## config.mk

```make
export PLATFORM = sky130hd
export DESIGN_NAME = voltmeter_display_relay_scanner
export DESIGN_NICKNAME = d
export VERILOG_FILES = /design/src/design/vdrs_pkg.sv /design/src/design/vdrs_scan.sv /design/src/design/voltmeter_display_relay_scanner.sv
export SDC_FILE = /design/constraint.sdc
export NUM_CORES = 1
export LEC_CHECK = 0
export BUFFER_PORTS_ARGS = -buffer_cell sky130_fd_sc_hd__buf_2
export CORE_UTILIZATION = 56
export CTS_CLUSTER_DIAMETER = 30
export DETAILED_ROUTE_END_ITERATION = 6
export GPL_TIMING_DRIVEN = 0
export PLACE_DENSITY = 0.76
export SLEW_MARGIN = 40
export SYNTH_ARGS = -nofsm -noshare
export SYNTH_HDL_FRONTEND = slang
export SYNTH_SLANG_ARGS = --single-unit
```

## constraint.sdc

```tcl
create_clock -name clk -period 7.7 [get_ports clk]
set_clock_uncertainty 0.1 [all_clocks]
set_input_delay 1.155 -clock clk [delete_from_list [all_inputs] [get_ports clk]]
set_output_delay 1.155 -clock clk [all_outputs]
set_load 0.01 [all_outputs]
```

## src/design/vdrs_pkg.sv

```systemverilog
// ----------------------------------------------------------------------------
// vdrs_pkg
// Shared types and constants of the voltmeter display and relay scanner.
// ----------------------------------------------------------------------------
package vdrs_pkg;

  // Field widths
  localparam int CODE_W    = 10;
  localparam int SEG_W     = 8;
  localparam int EN_W      = 4;
  localparam int RELAY_W   = 10;
  localparam int MV_W      = 12;
  localparam int COUNT_W   = 4;
  localparam int PERIOD_W  = 16;

  // Millivolt scaling: floor(code * 3300 / 1023) is taken as
  // (code * MV_RECIP) >> MV_SHIFT, where MV_RECIP = 3300 * ceil(2^32 / 1023).
  // The rounding error stays below one part in 1023 over the code range.
  localparam int                MV_SHIFT = 32;
  localparam logic [33:0]       MV_RECIP = 34'd13854736500;
  localparam int                PROD_W   = CODE_W + 34;

  // Scan slots
  localparam logic [2:0] LAST_DIGIT_SLOT = 3'd4;
  localparam logic [1:0] POS_HUNDREDS    = 2'd1;
  localparam logic [7:0] SEG_DP          = 8'h80;

  // Configuration register indexes (byte address / 4)
  localparam logic [1:0] REG_RELAY_COUNT   = 2'd0;
  localparam logic [1:0] REG_SWITCH_PERIOD = 2'd1;
  localparam logic [1:0] REG_DEAD_START    = 2'd2;

  // Reset values of the configuration registers
  localparam logic [COUNT_W-1:0]  RELAY_COUNT_RST   = 4'd10;
  localparam logic [PERIOD_W-1:0] SWITCH_PERIOD_RST = 16'd18000;
  localparam logic [PERIOD_W-1:0] DEAD_START_RST    = 16'd17800;

  typedef struct packed {
    logic [COUNT_W-1:0]  relay_count;
    logic [PERIOD_W-1:0] switch_period;
    logic [PERIOD_W-1:0] dead_start;
  } cfg_t;

  // What the scan sequencer decides for one tick
  typedef struct packed {
    logic               blank;
    logic [1:0]         pos;
    logic [RELAY_W-1:0] drive;
  } meta_t;

  // Seven-segment pattern of one decimal digit, segment a in bit 0
  function automatic logic [SEG_W-1:0] seg_of(input logic [3:0] digit);
    logic [SEG_W-1:0] pat;
    case (digit)
      4'd0:    pat = 8'h3F;
      4'd1:    pat = 8'h06;
      4'd2:    pat = 8'h5B;
      4'd3:    pat = 8'h4F;
      4'd4:    pat = 8'h66;
      4'd5:    pat = 8'h6D;
      4'd6:    pat = 8'h7D;
      4'd7:    pat = 8'h07;
      4'd8:    pat = 8'h7F;
      4'd9:    pat = 8'h6F;
      default: pat = 8'h00;
    endcase
    return pat;
  endfunction

endpackage

```

## src/design/vdrs_scan.sv

```systemverilog
// ----------------------------------------------------------------------------
// vdrs_scan
// Display slot and relay sequencer: steps once per accepted request and
// reports slot, digit position and relay drive for that request.
// ----------------------------------------------------------------------------
module vdrs_scan #(
  parameter int NUM_RELAYS = 10
) (
  input  logic           clk,
  input  logic           rst_n,
  input  logic           step,
  input  vdrs_pkg::cfg_t cfg,
  output vdrs_pkg::meta_t meta
);

  logic [2:0]                       scan_slot_r, scan_slot_nxt, slot_inc;
  logic [vdrs_pkg::PERIOD_W-1:0]    tick_count_r, tick_count_nxt, tick_inc;
  logic [vdrs_pkg::COUNT_W-1:0]     relay_index_r, relay_index_nxt;
  logic                             relay_active_r, relay_active_nxt;
  logic                             dead, switch_now, blank;
  logic [vdrs_pkg::COUNT_W:0]       idx_inc;

  // Advance the display slot; the slot after the last digit is blank
  always_comb begin
    slot_inc      = scan_slot_r + 3'd1;
    blank         = (slot_inc > vdrs_pkg::LAST_DIGIT_SLOT);
    scan_slot_nxt = blank ? 3'd0 : slot_inc;
  end

  // Tick counter, dead window and relay switch
  always_comb begin
    tick_inc   = tick_count_r + 16'd1;
    dead       = (tick_inc >= cfg.dead_start);
    switch_now = (tick_inc >= cfg.switch_period);

    tick_count_nxt   = switch_now ? '0 : tick_inc;
    relay_active_nxt = switch_now ? 1'b1 : (dead ? 1'b0 : relay_active_r);
    idx_inc          = {1'b0, relay_index_r} + (switch_now ? 5'd1 : 5'd0);

    // Wrap back to relay 1 past the jumper count or the fitted relays
    if (idx_inc > {1'b0, cfg.relay_count} || idx_inc > 5'(NUM_RELAYS)) begin
      relay_index_nxt = 4'd1;
    end else begin
      relay_index_nxt = idx_inc[vdrs_pkg::COUNT_W-1:0];
    end
  end

  // Report the decision for this request
  always_comb begin
    meta.blank = blank;
    meta.pos   = 2'(slot_inc - 3'd1);
    for (int i = 0; i < vdrs_pkg::RELAY_W; i++) begin
      meta.drive[i] = relay_active_nxt && (relay_index_nxt == 4'(i + 1));
    end
  end

  always_ff @(posedge clk) begin
    if (!rst_n) begin
      scan_slot_r    <= '0;
      tick_count_r   <= '0;
      relay_index_r  <= '0;
      relay_active_r <= 1'b0;
    end else if (step) begin
      scan_slot_r    <= scan_slot_nxt;
      tick_count_r   <= tick_count_nxt;
      relay_index_r  <= relay_index_nxt;
      relay_active_r <= relay_active_nxt;
    end
  end

endmodule

```

## src/design/voltmeter_display_relay_scanner.sv

```systemverilog
// ----------------------------------------------------------------------------
// voltmeter_display_relay_scanner
// Converts each converter code to millivolts, shows one decimal digit per
// tick on a five-slot multiplexed display and scans a one-hot relay bank.
// ----------------------------------------------------------------------------
//  channel | direction | handshake              | payload
//  in_     | slave     | in_tvalid / in_tready  | in_tdata: adc_code
//  out_    | master    | out_tvalid / out_tready| out_tdata: segments, enables, relays
//  cfg_    | APB slave | psel/penable, pready=1 | relay_count, switch_period, dead_start
//
//  One request per cycle is taken while a stalled output does not back up
//  the pipeline; each gives one result. The path is a five-register pipeline:
//  input, multiply, thousands, hundreds, output register. Stages move on
//  whenever the next one is free, so bubbles are squeezed out under a stalled output.
//  Reset (synchronous, rst_n low) empties the pipeline and clears the scan,
//  relay and segment latch state; configuration returns to its defaults.
// ----------------------------------------------------------------------------
module voltmeter_display_relay_scanner #(
  parameter int NUM_RELAYS = 10
) (
  input  logic        clk,
  input  logic        rst_n,
  // in_tdata: [9:0] adc_code, [15:10] zero
  input  logic        in_tvalid,
  output logic        in_tready,
  input  logic [15:0] in_tdata,
  // out_tdata: [7:0] segments, [11:8] digit_enables, [21:12] relay_drive,
  // [23:22] zero
  output logic        out_tvalid,
  input  logic        out_tready,
  output logic [23:0] out_tdata,
  input  logic        cfg_psel,
  input  logic        cfg_penable,
  input  logic        cfg_pwrite,
  input  logic [3:0]  cfg_paddr,
  input  logic [31:0] cfg_pwdata,
  output logic [31:0] cfg_prdata,
  output logic        cfg_pready
);

  vdrs_pkg::cfg_t  cfg_r;
  vdrs_pkg::meta_t in_meta;
  logic            in_acc;
  logic            cfg_we;
  logic [1:0]      cfg_idx;

  // ---------------- configuration port ----------------
  assign cfg_pready = 1'b1;
  assign cfg_we     = cfg_psel && cfg_penable && cfg_pwrite;
  assign cfg_idx    = cfg_paddr[3:2];

  always_ff @(posedge clk) begin
    if (!rst_n) begin
      cfg_r.relay_count   <= vdrs_pkg::RELAY_COUNT_RST;
      cfg_r.switch_period <= vdrs_pkg::SWITCH_PERIOD_RST;
      cfg_r.dead_start    <= vdrs_pkg::DEAD_START_RST;
    end else if (cfg_we) begin
      unique case (cfg_idx)
        vdrs_pkg::REG_RELAY_COUNT:   cfg_r.relay_count   <= cfg_pwdata[3:0];
        vdrs_pkg::REG_SWITCH_PERIOD: cfg_r.switch_period <= cfg_pwdata[15:0];
        vdrs_pkg::REG_DEAD_START:    cfg_r.dead_start    <= cfg_pwdata[15:0];
        default: ;
      endcase
    end
  end

  always_comb begin
    unique case (cfg_idx)
      vdrs_pkg::REG_RELAY_COUNT:   cfg_prdata = {28'd0, cfg_r.relay_count};
      vdrs_pkg::REG_SWITCH_PERIOD: cfg_prdata = {16'd0, cfg_r.switch_period};
      vdrs_pkg::REG_DEAD_START:    cfg_prdata = {16'd0, cfg_r.dead_start};
      default:                     cfg_prdata = '0;
    endcase
  end

  // ---------------- scan and relay sequencer ----------------
  vdrs_scan #(
    .NUM_RELAYS (NUM_RELAYS)
  ) u_scan (
    .clk   (clk),
    .rst_n (rst_n),
    .step  (in_acc),
    .cfg   (cfg_r),
    .meta  (in_meta)
  );

  // ---------------- pipeline registers ----------------
  logic                          s1_valid_r, s2_valid_r, s3_valid_r, s4_valid_r;
  logic                          out_valid_r;
  logic                          s2_rdy, s3_rdy, s4_rdy, out_rdy;
  vdrs_pkg::meta_t               s1_meta_r, s2_meta_r, s3_meta_r, s4_meta_r;
  logic [vdrs_pkg::CODE_W-1:0]   s1_code_r;
  logic [vdrs_pkg::MV_W-1:0]     s2_mv_r;
  logic [1:0]                    s3_thou_r, s4_thou_r;
  logic [9:0]                    s3_rem_r;
  logic [3:0]                    s4_hund_r;
  logic [6:0]                    s4_rem_r;
  logic [vdrs_pkg::SEG_W-1:0]    out_seg_r;
  logic [vdrs_pkg::EN_W-1:0]     out_en_r;
  logic [vdrs_pkg::RELAY_W-1:0]  out_drive_r;

  // A stage takes new data when empty or when its content moves on
  assign out_rdy   = !out_valid_r || out_tready;
  assign s4_rdy    = !s4_valid_r || out_rdy;
  assign s3_rdy    = !s3_valid_r || s4_rdy;
  assign s2_rdy    = !s2_valid_r || s3_rdy;
  assign in_tready = !s1_valid_r || s2_rdy;
  assign in_acc    = in_tvalid && in_tready;

  // Scale to millivolts
  logic [vdrs_pkg::PROD_W-1:0] prod;
  assign prod = {34'd0, s1_code_r} * {10'd0, vdrs_pkg::MV_RECIP};

  // Split off the thousands digit
  logic [1:0]  thou;
  logic [11:0] thou_sub;
  always_comb begin
    thou     = '0;
    thou_sub = '0;
    for (int k = 1; k <= 3; k++) begin
      if (s2_mv_r >= 12'(k * 1000)) begin
        thou     = 2'(k);
        thou_sub = 12'(k * 1000);
      end
    end
  end

  // Split off the hundreds digit
  logic [3:0] hund;
  logic [9:0] hund_sub;
  always_comb begin
    hund     = '0;
    hund_sub = '0;
    for (int k = 1; k <= 9; k++) begin
      if (s3_rem_r >= 10'(k * 100)) begin
        hund     = 4'(k);
        hund_sub = 10'(k * 100);
      end
    end
  end

  // Tens and units, then pick the digit of this slot
  logic [3:0]                 tens, units, digit;
  logic [6:0]                 tens_sub;
  logic [vdrs_pkg::SEG_W-1:0] pattern;
  always_comb begin
    tens     = '0;
    tens_sub = '0;
    for (int k = 1; k <= 9; k++) begin
      if (s4_rem_r >= 7'(k * 10)) begin
        tens     = 4'(k);
        tens_sub = 7'(k * 10);
      end
    end
    units = 4'(s4_rem_r - tens_sub);

    case (s4_meta_r.pos)
      2'd0:    digit = {2'b00, s4_thou_r};
      2'd1:    digit = s4_hund_r;
      2'd2:    digit = tens;
      default: digit = units;
    endcase

    pattern = vdrs_pkg::seg_of(digit);
    if (s4_meta_r.pos == vdrs_pkg::POS_HUNDREDS) begin
      pattern = pattern | vdrs_pkg::SEG_DP;
    end
  end

  // Valid bits
  always_ff @(posedge clk) begin
    if (!rst_n) begin
      s1_valid_r  <= 1'b0;
      s2_valid_r  <= 1'b0;
      s3_valid_r  <= 1'b0;
      s4_valid_r  <= 1'b0;
      out_valid_r <= 1'b0;
    end else begin
      if (in_tready) s1_valid_r  <= in_tvalid;
      if (s2_rdy)    s2_valid_r  <= s1_valid_r;
      if (s3_rdy)    s3_valid_r  <= s2_valid_r;
      if (s4_rdy)    s4_valid_r  <= s3_valid_r;
      if (out_rdy)   out_valid_r <= s4_valid_r;
    end
  end

  // Payload stages
  always_ff @(posedge clk) begin
    if (in_acc) begin
      s1_code_r <= in_tdata[vdrs_pkg::CODE_W-1:0];
      s1_meta_r <= in_meta;
    end
    if (s2_rdy && s1_valid_r) begin
      s2_mv_r   <= prod[vdrs_pkg::PROD_W-1:vdrs_pkg::MV_SHIFT];
      s2_meta_r <= s1_meta_r;
    end
    if (s3_rdy && s2_valid_r) begin
      s3_thou_r <= thou;
      s3_rem_r  <= 10'(s2_mv_r - thou_sub);
      s3_meta_r <= s2_meta_r;
    end
    if (s4_rdy && s3_valid_r) begin
      s4_thou_r <= s3_thou_r;
      s4_hund_r <= hund;
      s4_rem_r  <= 7'(s3_rem_r - hund_sub);
      s4_meta_r <= s3_meta_r;
    end
  end

  // Output register; the segment field doubles as the display latch
  always_ff @(posedge clk) begin
    if (!rst_n) begin
      out_seg_r <= '0;
    end else if (out_rdy && s4_valid_r && !s4_meta_r.blank) begin
      out_seg_r <= pattern;
    end
  end

  always_ff @(posedge clk) begin
    if (out_rdy && s4_valid_r) begin
      out_en_r    <= s4_meta_r.blank ? 4'hF : ~(4'd1 << s4_meta_r.pos);
      out_drive_r <= s4_meta_r.drive;
    end
  end

  assign out_tvalid = out_valid_r;
  assign out_tdata  = {2'b00, out_drive_r, out_en_r, out_seg_r};

endmodule

```

==> results of run 1 <==
[sequential cells by signal, indices dropped and copies added, names as in the netlist, 7 cells and up]
signal / cells
u_scan.tick_count_r: 16
out_seg_r: 8
s2_mv_r: 12
s3_rem_r: 10
s4_rem_r: 7
cfg_r: 36
s1_meta_r: 13
s1_code_r: 10
s2_meta_r: 13
out_drive_r: 10
s4_meta_r: 13
s3_meta_r: 13
[final cells by class]
class / instances / area [um^2]
Tap cell: 285 / 357
Timing Repair Buffer: 77 / 438
Buffer: 61 / 322
Inverter: 170 / 638
Clock inverter: 15 / 183
Fill cell: 1796 / 8190
Sequential cell: 186 / 4850
Multi-Input combinational cell: 892 / 7240
Clock buffer: 17 / 425
[cells in the mapped netlist, types with 4 or more instances]
master | instances | area [um^2]
a211oi_1 | 8 | 60.1
a21o_1 | 23 | 173
a21oi_1 | 86 | 430
a22o_1 | 15 | 131
a31o_2 | 5 | 43.8
a31oi_1 | 8 | 50.1
and2_1 | 4 | 25.0
and3_1 | 7 | 43.8
buf_4 | 19 | 143
clkbuf_1 | 33 | 124
dfxtp_1 | 73 | 1460
edfxtp_1 | 113 | 3390
fa_1 | 58 | 1160
ha_1 | 163 | 2040
inv_1 | 168 | 631
mux2i_1 | 9 | 90.1
nand2_1 | 116 | 435
nand2b_1 | 10 | 62.6
nand3_1 | 21 | 105
nand3b_1 | 6 | 45.0
nand4_1 | 16 | 100
nand4b_1 | 8 | 70.1
nor2_1 | 59 | 221
nor2b_1 | 11 | 68.8
nor3_1 | 20 | 100
nor4_1 | 7 | 43.8
o2111ai_1 | 4 | 35.0
o211ai_1 | 14 | 105
o21a_1 | 6 | 45.0
o21ai_0 | 55 | 275
o21bai_1 | 5 | 37.5
o221ai_1 | 7 | 61.3
or3_1 | 12 | 75.1
or4_1 | 5 | 37.5
xnor2_1 | 24 | 210
xor2_1 | 22 | 193
[layer usage]
metal	wire length [um]	vias to the layer above	global-route usage	part of all wire
met5	0	-	0	0
met3	1300	26	0.0420	0.049
met1	11900	4599	0.301	0.45
li1	-	4757	-	-
met4	290	0	0.0614	0.011
met2	12800	252	0.396	0.49
[per-stage QoR]
stage / cell area [um^2] / setup WS, ns
after floorplan: 13000 / 2.40
after global placement: 13700 / 1.53
after detailed placement: 13800 / 1.45
after CTS: 14500 / 1.40
after global routing: 14500 / 0.838
final: 14500 / 1.27
[worst min-delay path by stage]
| stage | from | end | slack, ns |
|---|---|---|---|
| floorplan | s4_meta_r[0] | out_drive_r[0] | 0.30 |
| global placement | s1_meta_r[11] | s2_meta_r[11] | 0.30 |
| detailed placement | s4_meta_r[1] | out_drive_r[1] | 0.30 |
| CTS | s3_meta_r[12] | s4_meta_r[12] | 0.32 |
| global route | s3_meta_r[12] | s4_meta_r[12] | 0.32 |
| finish | s3_meta_r[12] | s4_meta_r[12] | 0.32 |
[cells by family (layout without fill, tap and decap cells)]
logic type                 Yosys count  count (layout)
buffers and inverters              231             340
DFF                                186             186
adders and majority gates          221             221
muxes                               11              11
and+or+nand+nor                    314             314
other                                2              19
AOI/OAI and AO/OA                  281             281
xor gates and xnor gates            46              46
[worst max-delay path: cells and delay by family (launching register included)]
kind | cells | cell delay [ns]
AO/OA/AOI/OAI | 10 | 1.72
XOR/XNOR | 1 | 0.25
adder cells (fa/ha/maj) | 4 | 1.31
buffers and inverters | 2 | 0.72
flip-flops | 1 | 0.43
AND/OR/NAND/NOR | 8 | 1.64
[cells in the final DEF (no fill, tap or decap), drive strengths merged, types with 11 or more instances in the layout]
cell type | netlist | final
inv | 169 | 178
ha | 163 | 163
nand2 | 116 | 116
edfxtp | 113 | 113
buf | 27 | 104
a21oi | 86 | 86
dfxtp | 73 | 73
nor2 | 59 | 59
fa | 58 | 58
o21ai | 58 | 58
clkbuf | 34 | 51
xnor2 | 24 | 24
a21o | 23 | 23
xor2 | 22 | 22
nand3 | 22 | 22
nor3 | 20 | 20
conb | 2 | 19
nand4 | 16 | 16
a22o | 15 | 15
o211ai | 14 | 14
or3 | 12 | 12
nor2b | 11 | 11
[power breakdown]
part,switching [W],internal (W)
registers,0.0000537,0.00121
logic,0.00129,0.000978
clock network,0.000435,0.000444
total,0.00177,0.00264
==> results.sh, run 1 <==
export IMPL_synth_seq_area_share=0.375
export IMPL_outcome="completed"
export IMPL_required_ns=7.75
export IMPL_drv_slew=0
export IMPL_clk_latency_ns=0.44
export IMPL_gr_usage_all_layers=0.231
export IMPL_hold_depth=0
export IMPL_cap_violations=0
export IMPL_num_rows=55
export IMPL_ys_async_sr_fraction=0
export IMPL_r2r_setup_slack_ns=1.27
export IMPL_place_inst=1671
export IMPL_synth_warnings=0
export IMPL_r2r_end="s1_meta_r[8]"
export IMPL_drt_iter0_markers=653
export IMPL_wl_um=26400
export IMPL_worstSetupStartpointType="flop"
export IMPL_reg2reg_depth=25
export IMPL_dr_pass1_iters=7
export IMPL_synth_edff_count=113
export IMPL_holdBufCountCts=0
export IMPL_dieWidth_um=154
export IMPL_irDropWorstVdd_v=0.000232
export IMPL_synth_simple_area_share=0.118
export IMPL_grt_pass1_wl_um=44000
export IMPL_drive_gt1_frac=0.114
export IMPL_synthMuxAreaShare=0.00956
export IMPL_dp_hpwl_um=20500
export IMPL_synth_seq_cells=186
export IMPL_cpPeakStageDelay_ns=0.43
export IMPL_max_slew_worst_pin_slew_ns=0.772
export IMPL_syn_to_final_growth_pct=11.6
export IMPL_hold_violations=0
export IMPL_synth_top_family_by_area="adder cells"
export IMPL_cts_buffers=17
export IMPL_crit_arrival_ns=6.48
export IMPL_p_leak_nw=6.44
export IMPL_crit_end="s1_meta_r[8]"
export IMPL_grt_start_max_net_pins=23
export IMPL_wl_per_cell_um=15.5
export IMPL_clock_sinks=186
export IMPL_hold_path_class="flop to flop"
export IMPL_ctsLongestPathBuffers=2
export IMPL_syn_inst=1292
export IMPL_port_buffers=73
export IMPL_final_setup_tns_ns=0
export IMPL_synthAdderAreaFrac=0.247
export IMPL_synth_xor_area_frac=0.0311
export IMPL_syn_mean_instance_area_um2=10.0
export IMPL_rsz0062_at_grt="no"
export IMPL_core_area_mm2=0.0226
export IMPL_drcViolationCount=0
export IMPL_antenna_found_initial=0
export IMPL_max_clock_freq_mhz=156
export IMPL_grt_pass1_vias=9373
export IMPL_viasPerCell=5.66
export IMPL_slew_headroom=0.485
export IMPL_timing_worst_setup_path_type="flop to flop"
export IMPL_clockRootBuffer="clkbuf_16"
export IMPL_vias=9634
export IMPL_synth_cell_types=79
export IMPL_drtAntennaViolNets=0
export IMPL_gp_congestion=0.884
export IMPL_tritoncts="done"
export IMPL_grt_overflow=0
export IMPL_htreeDepth=4
export IMPL_finalHoldWorstSlack_ns=0.320
export IMPL_path_common_cell="ha_1"
export IMPL_finalPower_w=0.00441
export IMPL_antenna_cells=0
export IMPL_fin_util=0.638
export IMPL_critPathSlowestCell="dfxtp_1"
export IMPL_cp_max_fo=10
export IMPL_cp_end_kind="flop"
export IMPL_ctsResizeCount=0
export IMPL_power_density_mw_per_mm2=305
export IMPL_finalCriticalPeriod_ns=6.43
export IMPL_synthFlopType="edfxtp_1"
export IMPL_synth_compound_area_frac=0.145
export IMPL_dieArea_mm2=0.0237
export IMPL_finalSetupViolCount=0
export IMPL_syn_area_mm2=0.0130
export IMPL_postCtsSetupBuffers=0
export IMPL_ios=118
export IMPL_cts_clk_slew_worst_paths_ns=0.07
export IMPL_final_instance_count_excl_fill=1703
export IMPL_die_h_um=154
export IMPL_layout_worst_path_cycle_share=0.835
export IMPL_nets=1685
export IMPL_worstSetupStartpoint="u_scan.tick_count_r[0]"
export IMPL_initial_core_util=0.572
export IMPL_rr_startpoint="u_scan.tick_count_r[0]"
Power figures use the tool's default switching activity.
==> run 2, diff against run 1 <==
--- a/config.mk
+++ b/config.mk
@@ -5,6 +5,7 @@
 export SDC_FILE = /design/constraint.sdc
 export NUM_CORES = 1
 export LEC_CHECK = 0
+export ABC_AREA = 1
 export BUFFER_PORTS_ARGS = -buffer_cell sky130_fd_sc_hd__buf_2
 export CORE_UTILIZATION = 56
 export CTS_CLUSTER_DIAMETER = 30
==> constraint.sdc (replaced) <==
create_clock -name clk -period 6.75 [get_ports clk]
set_clock_uncertainty 0.1 [all_clocks]
set_input_delay 1.0125 -clock clk [delete_from_list [all_inputs] [get_ports clk]]
set_output_delay 1.0125 -clock clk [all_outputs]
set_load 0.01 [all_outputs]
==> run 2 against run 1 <==
Compared with the run above:
- sequential share of layout area decreased by 0.36 points
- final cell count increased by 12%
- non-clock buffer count decreased by 23
- routed wire length increased by 0.89%
- utilization increased by 0.30 points
- count of clock-buffer cells in the layout unchanged
==> results.sh, run 2 <==
export IMPL_syn_inst=1472
export IMPL_reg_top3="cfg_r x36, u_scan.tick_count_r x16"
export IMPL_synth_seq_cells=186
export IMPL_regMostFlops="cfg_r"
export IMPL_finalHoldWorstSlack_ns=0.309
export IMPL_critPathSlowestCell="fa_1"
export IMPL_pwr_share_clk=0.226
export IMPL_dp_hpwl_um=21400
export IMPL_dp_slack_ns=1.44
export IMPL_drv_slew=0
export IMPL_placed_area_mm2=0.0140
export IMPL_antenna_cells=0
export IMPL_wl_per_cell_um=13.9
export IMPL_clockRootBuffer="clkbuf_16"
export IMPL_internal_power_w=0.00271
export IMPL_ios=118
export IMPL_drtAntennaViolNets=0
export IMPL_cpPeakStageDelay_ns=0.63
export IMPL_synth_top_area_cell="edfxtp_1"
export IMPL_finalInstanceArea_mm2=0.0146
export IMPL_grt_pass1_vias=9647
export IMPL_cts_buffers=17
export IMPL_num_rows=55
export IMPL_synthFlopType="edfxtp_1"
export IMPL_synth_top_area_frac=0.259
export IMPL_hold_path_class="flop to flop"
export IMPL_crit_chain="fa_1 -> inv_1 -> fa_1 -> inv_1 -> fa_1 -> fa_1 -> fa_1 -> ha_1 -> a21o_1 -> a31oi_1 -> o21ai_0 -> a31oi_1 -> nand3_1 -> nand2_1 -> nand2_1 -> xor2_1"
export IMPL_core_area_mm2=0.0228
export IMPL_ctsResizeCount=0
export IMPL_p_leak_nw=6.94
export IMPL_gp_congestion=0.921
export IMPL_p_switching_w=0.00193
export IMPL_syn_mean_instance_area_um2=8.90
export IMPL_power_frac_seq=0.303
export IMPL_drcViolationCount=0
export IMPL_syn_to_final_growth_pct=11.5
export IMPL_synth_common_cells="254 x inv_1, 235 x nand2_1, 163 x ha_1"
export IMPL_critical_path_top_delay_family="adder cells"
export IMPL_vias=9933
export IMPL_syn_area_mm2=0.0131
export IMPL_crit_arrival_ns=5.42
export IMPL_port_buffers=74
export IMPL_final_setup_tns_ns=0
export IMPL_ctsLongestPathBuffers=2
export IMPL_slew_headroom=0.496
export IMPL_tritoncts="done"
export IMPL_power_density_mw_per_mm2=318
export IMPL_switching_share=0.415
export IMPL_cap_violations=0
export IMPL_clock_sinks=186
export IMPL_irDropWorstVdd_v=0.000210
export IMPL_viasPerCell=5.20
export IMPL_synth_warnings=0
export IMPL_htreeDepth=4
export IMPL_outcome="completed"
export IMPL_grt_overflow=0
export IMPL_dieArea_mm2=0.0240
export IMPL_hold_violations=0
export IMPL_clk_latency_ns=0.44
export IMPL_rsz0062_at_grt="no"
export IMPL_max_clock_freq_mhz=187
export IMPL_largest_reg_flops=36
export IMPL_timing_worst_setup_path_type="flop to flop"
export IMPL_drive_gt1_frac=0.106
export IMPL_layout_worst_path_cycle_share=0.790
export IMPL_synth_seq_area_share=0.371
export IMPL_dieWidth_um=155
export IMPL_die_h_um=155
export IMPL_cp_end_kind="flop"
export IMPL_worstSetupStartpointType="flop"
export IMPL_cts_clk_slew_worst_paths_ns=0.08
export IMPL_postCtsSetupBuffers=0
export IMPL_nets=1863
export IMPL_max_slew_worst_pin_slew_ns=0.755
export IMPL_setup_slack_ns=1.41
export IMPL_holdBufCountCts=0
export IMPL_fin_util=0.641
export IMPL_grt_start_max_net_pins=33
export IMPL_required_ns=6.84
export IMPL_dr_pass1_iters=5
export IMPL_drt_iter0_markers=642
export IMPL_synth_edff_count=113
export IMPL_path_common_cell="fa_1"
export IMPL_cp_max_fo=7
export IMPL_final_common_cell="inv_1"
export IMPL_combPwrFrac=0.472
export IMPL_ys_async_sr_fraction=0
export IMPL_cp_buffers_inverters=2
export IMPL_gr_usage_all_layers=0.232
export IMPL_finalSetupViolCount=0
export IMPL_grt_pass1_wl_um=44400
export IMPL_synth_cell_types=55
export IMPL_synth_area_leaders="edfxtp_1 26%, ha_1 16%, dfxtp_1 11%"
export IMPL_mostFrequentLayoutCells="252 x inv_1, 235 x nand2_1, 163 x ha_1"
export IMPL_finalCriticalPeriod_ns=5.34
export IMPL_initial_core_util=0.575
export IMPL_antenna_found_initial=0
export IMPL_yosysMostFrequentCell="inv_1"
export IMPL_wl_um=26600
-- run 2: cell count changes after synthesis, sizes merged, moves of 14 or more --
cell,previous run,this run
a21o,23,9
a21oi,86,115
a22o,15,1
clkbuf,34,16
inv,169,265
nand2,116,238
nand3,22,39
nor2,59,129
o21ai,58,84
-- run 2: kinds of logic after synthesis --
logic type                 after synthesis  share of synthesized area
and+or+nand+nor                        443                      0.144
xor gates and xnor gates                39                     0.0266
other                                    2                   0.000573
AOI/OAI and AO/OA                      275                      0.120
DFF                                    186                      0.371
adders and majority gates              221                      0.244
buffers and inverters                  306                     0.0944
-- run 2: worst paths after layout --
check,startpoint,end,slack (ns),depth (start not counted)
setup / recovery,s1_code_r[7],s2_mv_r[9],1.41,16
hold / removal,s3_thou_r[1],s4_thou_r[1],0.31,0
setup reg to reg,s1_code_r[7],s2_mv_r[9],1.41,16
hold reg to reg,s3_thou_r[1],s4_thou_r[1],0.31,0
-- run 2: per-layer routing --
layer	GRT usage	share of wire
met5	0	0
met4	0.0754	0.021
met3	0.0343	0.048
met2	0.400	0.48
met1	0.298	0.45
-- run 2: power by group through the flow --
stage	sequential [W]	combinational, W	clock, W
detailed placement	0.00143	0.00216	0
floorplan	0.00142	0.00167	0
global placement	0.00143	0.00211	0
finish	0.00141	0.00219	0.00105
CTS	0.00141	0.00219	0.00106
global route	0.00142	0.00251	0.00111
-- run 2: per-stage QoR --
step / instances / power, W
final: 1909 / 0.00464
after global placement: 1876 / 0.00354
after global routing: 1909 / 0.00504
after CTS: 1909 / 0.00466
after floorplan: 1489 / 0.00309
after detailed placement: 1877 / 0.00359
-- run 2: final cells by class --
cell class	count	area [um^2]
Fill cell	1845	8170
Multi-Input combinational cell	997	7080
Sequential cell	186	4850
Inverter	266	1000
Clock buffer	17	425
Timing Repair Buffer	75	398
Tap cell	313	392
Buffer	40	235
Clock inverter	15	220
